$ cat config.mk
export PLATFORM = sky130hd
export DESIGN_NAME = depq_cell
export DESIGN_NICKNAME = d
export VERILOG_FILES = /design/src/design/depq_pkg.sv /design/src/design/depq_cell.sv
export SDC_FILE = /design/constraint.sdc
export NUM_CORES = 1
export LEC_CHECK = 0
export ABC_CLOCK_PERIOD_IN_PS = 3600
export BUFFER_PORTS_ARGS = -buffer_cell sky130_fd_sc_hd__buf_4
export CAP_MARGIN = 20
export CORE_ASPECT_RATIO = 0.9
export CORE_MARGIN = 3
export CORE_UTILIZATION = 40
export DETAILED_ROUTE_END_ITERATION = 12
export PLACE_DENSITY = 0.75
export REMOVE_ABC_BUFFERS = 1
export SYNTH_ARGS = -nofsm -noshare
export SYNTH_HDL_FRONTEND = slang
export SYNTH_SLANG_ARGS = --single-unit
$ cat constraint.sdc
create_clock -name clk -period 3.6 [get_ports clk]
set_input_delay 0.18 -clock clk [delete_from_list [all_inputs] [get_ports clk]]
set_output_delay 0.18 -clock clk [all_outputs]
set_load 0.01 [all_outputs]
$ cat src/design/depq_pkg.sv
package depq_pkg;

    // Action codes carried by an input request
    localparam logic [1:0] ACT_INSERT   = 2'd0;
    localparam logic [1:0] ACT_POP_MIN  = 2'd1;
    localparam logic [1:0] ACT_POP_MAX  = 2'd2;

    // Status codes carried by a result request
    localparam logic [1:0] ST_DONE  = 2'd0;
    localparam logic [1:0] ST_EMPTY = 2'd1;
    localparam logic [1:0] ST_FULL  = 2'd2;

    localparam int RESULT_WIDTH = 32;
    localparam int OCC_WIDTH    = 7;

    // Operation broadcast to every cell of the sorted chain
    typedef enum logic [1:0] {
        OP_NONE,
        OP_INSERT,
        OP_POP_MIN,
        OP_POP_MAX
    } op_t;

    typedef struct packed {
        logic fire;
        op_t  op;
    } cell_cmd_t;

endpackage

$ cat src/design/depq_cell.sv
// One slot of the sorted chain; slot 0 holds the smallest value.
module depq_cell #(
    parameter int DATA_WIDTH = 32
) (
    input  logic                         clk,
    input  logic                         rst_n,
    input  depq_pkg::cell_cmd_t          cmd,
    input  logic signed [DATA_WIDTH-1:0] value,
    input  logic                         left_le,
    input  logic                         left_valid,
    input  logic signed [DATA_WIDTH-1:0] left_data,
    input  logic                         right_valid,
    input  logic signed [DATA_WIDTH-1:0] right_data,
    output logic                         le,
    output logic                         valid,
    output logic signed [DATA_WIDTH-1:0] data,
    output logic [DATA_WIDTH-1:0]        top_val
);

    logic                         valid_reg;
    logic                         valid_next;
    logic signed [DATA_WIDTH-1:0] data_reg;
    logic signed [DATA_WIDTH-1:0] data_next;
    logic                         is_top;

    // Flag whether this slot stays below the inserted value
    assign le     = valid_reg && (data_reg <= value);
    assign is_top = valid_reg && !right_valid;

    assign valid   = valid_reg;
    assign data    = data_reg;
    assign top_val = is_top ? data_reg : '0;

    // Keep, take the new value, or shift from a neighbour
    always_comb
    begin
        valid_next = valid_reg;
        data_next  = data_reg;
        if (cmd.fire)
        begin
            case (cmd.op)
                depq_pkg::OP_INSERT:
                begin
                    valid_next = valid_reg | left_valid;
                    if (!le)
                    begin
                        data_next = left_le ? value : left_data;
                    end
                end
                depq_pkg::OP_POP_MIN:
                begin
                    valid_next = right_valid;
                    data_next  = right_data;
                end
                depq_pkg::OP_POP_MAX:
                begin
                    valid_next = valid_reg && !is_top;
                end
                default:
                begin
                    valid_next = valid_reg;
                end
            endcase
        end
    end

    always_ff @(posedge clk or negedge rst_n)
    begin
        if (!rst_n)
        begin
            valid_reg <= 1'b0;
        end
        else
        begin
            valid_reg <= valid_next;
        end
    end

    always_ff @(posedge clk)
    begin
        data_reg <= data_next;
    end

endmodule

==> summary.md <==
| Metric | Value |
|---|---|
| Yosys warns | 0 |
| Sequential share of the synthesized area | 0.3550 |
| Synth top area cells | edfxtp_1, ha_1, mux2i_1 |
| Critical path arrival | 2690 ps |
| Ant. Diodes | 0 |
| Initial antenna violation count | 0 |
| VDD IR max | 0.1485 mV |
| Nets | 600 |
| Synth top area share | 0.3459 |
| Yosys reg bits | 33 |
| Fraction of power consumed by sequential logic | 0.392 |
| Req. time, crit path | 3590 ps |
| Sw Ratio | 0.3046 |
| Global placement routability congestion | 0.7911 |
| Chip width | 93.84 um |
| Clk_skew | 5.381 ps |
| # rows | 28 |
| Status | finished clean |
| Slew margin rel. | 0.5774 |
| Area Overhead vs Synth | 53.42% |
| Worst-Margin Slew | 631.0 ps |
| Final min period | 2707 ps |
| Max-cap violations | 0 |
| TritonCTS Buffers | 5 |
| M1 GR Usage | 0.2407 |
| # setup viols final | 0 |
| GRT Total Usage | 0.2042 |
| Sw Pwr | 0.0003886 W |
| Synth area leader | edfxtp_1 |
| RSZ-0062 raised after global routing | false |
| Clock network power share | 0.225 |
| TritonRoute pass-1 iters | 4 |
| Ys flop type | edfxtp_1 |
| Post-Syn Area | 2778 sq um |
| Mapped Cells | 298 |
| DP Wirelength | 6.676 mm |
| Min-Delay Path Class | in2reg |
| Initial core utilization | 0.4173 |
| Setup bufs post-CTS | 0 |
| Final instance area | 4262 sq um |
| Compound-Gate Fraction of Synth Area | 0.1369 |
| Core footprint | 6656 sq um |
| Reg2Reg Launch Point | data[26] |
| I/O pin count | 170 |
| Final antenna-violating net count | 0 |
| Fraction of layout cells with a size suffix above 1 | 0.4108 |
| Number of global-route vias before repair | 2814 |
| P_int | 0.0008873 W |
| CTS clock-pin slew for the worst setup and hold paths | 60 ps |
| Tcrit/Tclk final | 0.7519 |
| Root Buffer | clkbuf_8 |
| Via count | 2708 |
| Met3 GRT Util | 0.05762 |
| Final Hold Fails | 0 |
| Max Clock Freq | 369.5 MHz |
| Syn_area_per_cell | 9.321 sq um |
| Crit path max fanout | 20 |
| PortBufs | 169 |
| XOR/XNOR Fraction of Synth Area | 0 |
| Kind of critical path | reg2reg |
| Maximum buffer depth of the clock tree | 2 |
| Clock Sinks | 33 |
| GR Util met2 | 0.3662 |
| H-tree depth | 2 |
| Pwr dens | 299.4 nW/um^2 |
| Worst Setup SP | data[26] |
| GR Overflow Total | 0 |
| Startpoint Class | flip-flop |
| Synth async-reset ratio | 0.03030 |
| Mux contribution to synthesized area | 0.1189 |
| Total chip power | 0.001276 W |
| Count of unique library cells instantiated by Yosys | 39 |
| Combinational family with the most area after synthesis | simple AND/OR/NAND/NOR gates |
| Combinational power share | 0.384 |
| Hold Startpoint | cmd[1] |
| Largest net degree at the start of global routing | 66 |
| Max reg flops | 32 |
| Chip height | 85.06 um |
| Die area | 7982 sq um |
| Adder-Cell Fraction of Synth Area | 0.1441 |
| DR iter-0 viols | 57 |
| First-pass GRT wire length | 13.01 mm |
| Crit path capture type | flip-flop |
| Max-slew violation count | 0 |
| TritonCTS clock tree | built |
| Busiest layer in global routing | met2 |
| DRC errors left | 0 |
| Leak | 2.144 nW |
| Post-Synth Simple-Gate Area | 0.1797 |
| Worst-skew pair later-pin latency | 280 ps |
| Post-DP Area | 4150 sq um |
| Via-to-Cell Ratio | 4.879 |
| Post-Route WL | 8.270 mm |
| WL/cell | 14.90 um |
| Post-synth EDFFs | 32 |
-- cell families after synthesis --
family / after synthesis
flops: 33
simple gates: 91
mux: 33
fa+ha+maj: 32
compound gates: 62
buf+inv: 47
-- repair_timing --
action | in CTS | in global routing
gates resized for setup | 0 | 0
hold buffers | 1 | 0
hold endpoints to repair | 1 | 0
-- path summary, 6_finish.rpt --
| path | to | slack [ps] | cells past startpoint |
|---|---|---|---|
| max in group asynchronous | valid | 3310 | 2 |
| hold reg to reg | valid | 720 | 2 |
| setup reg to reg | data[30] | 890 | 7 |
| setup / recovery | data[30] | 890 | 7 |
| min in group asynchronous | valid | 210 | 2 |
| hold / removal | valid | 90 | 2 |
-- per-layer routing --
metal / vias up / wire [um]
li1: 1379 / -
met1: 1203 / 3458
met2: 116 / 4008
met3: 10 / 705
met4: 0 / 98
met5: - / 0
-- layout by cell type, fill, tap and decap left out, types with 2 or more instances in the layout --
| cell type | netlist | layout |
|---|---|---|
| buf_4 | 0 | 170 |
| nand2_1 | 35 | 35 |
| o21ai_0 | 34 | 34 |
| inv_1 | 33 | 33 |
| mux2i_1 | 33 | 33 |
| and2_1 | 33 | 33 |
| ha_1 | 32 | 32 |
| edfxtp_1 | 32 | 32 |
| a21oi_1 | 8 | 8 |
| nand4_1 | 7 | 7 |
| clkbuf_8 | 0 | 6 |
| a21o_1 | 3 | 3 |
| a21oi_2 | 3 | 3 |
| nor2_1 | 3 | 3 |
| nor2b_4 | 1 | 2 |
| clkbuf_1 | 10 | 2 |
-- cell type report --
class / count / area [sq um]
well taps: 90 / 112.6
repair buffers: 173 / 1318
flip-flops and latches: 33 / 985.9
inverters: 33 / 123.9
fillers: 608 / 2395
multi-input cells: 218 / 1632
clock buffers: 8 / 90.09
-- Yosys cell counts (all sizes together), types with 2 or more instances --
master	count
and2	33
o21ai	36
a21oi	11
clkbuf	10
nor2b	4
o211ai	2
mux2i	33
edfxtp	32
nand2	35
ha	32
nand3	2
nor2	3
nand4	8
a21o	3
inv	33
nor4	2
buf	4
-- critical path: stages (launching register included) --
cell and delay [ps]:
edfxtp_1 430, ha_1 320, nand4_1 210, nor4_2 410, o311a_1 240, o31ai_2 90, o21ai_4 450, buf_12 240
-- through the flow --
stage | TNS [ps] | setup WS (ps) | hold slack [ps] | std cells | utilization
global route | 0 | 669.3 | 87.69 | 555 | 0.6402
detailed placement | 0 | 861.2 | -42.42 | 545 | 0.6235
finish | 0 | 893.3 | 93.64 | 555 | 0.6402
CTS | 0 | 830.7 | 86.80 | 554 | 0.6385
floorplan | -8119 | -253.7 | -115.6 | 284 | -
global placement | 0 | 957.6 | -44.54 | 545 | 0.6235
-- power groups by stage --
stage | Combinational [W] | Clock, W | Sequential, W
3_3_place_gp | 0.000483 | 0 | 0.000506
6_report | 0.000489 | 0.000287 | 0.000500
4_1_cts | 0.000493 | 0.000300 | 0.000500
5_1_grt | 0.000543 | 0.000311 | 0.000505
2_1_floorplan | 0.000206 | 0 | 0.000517
3_5_place_dp | 0.000490 | 0 | 0.000509
No activity file was read; power rests on OpenSTA's default activity.
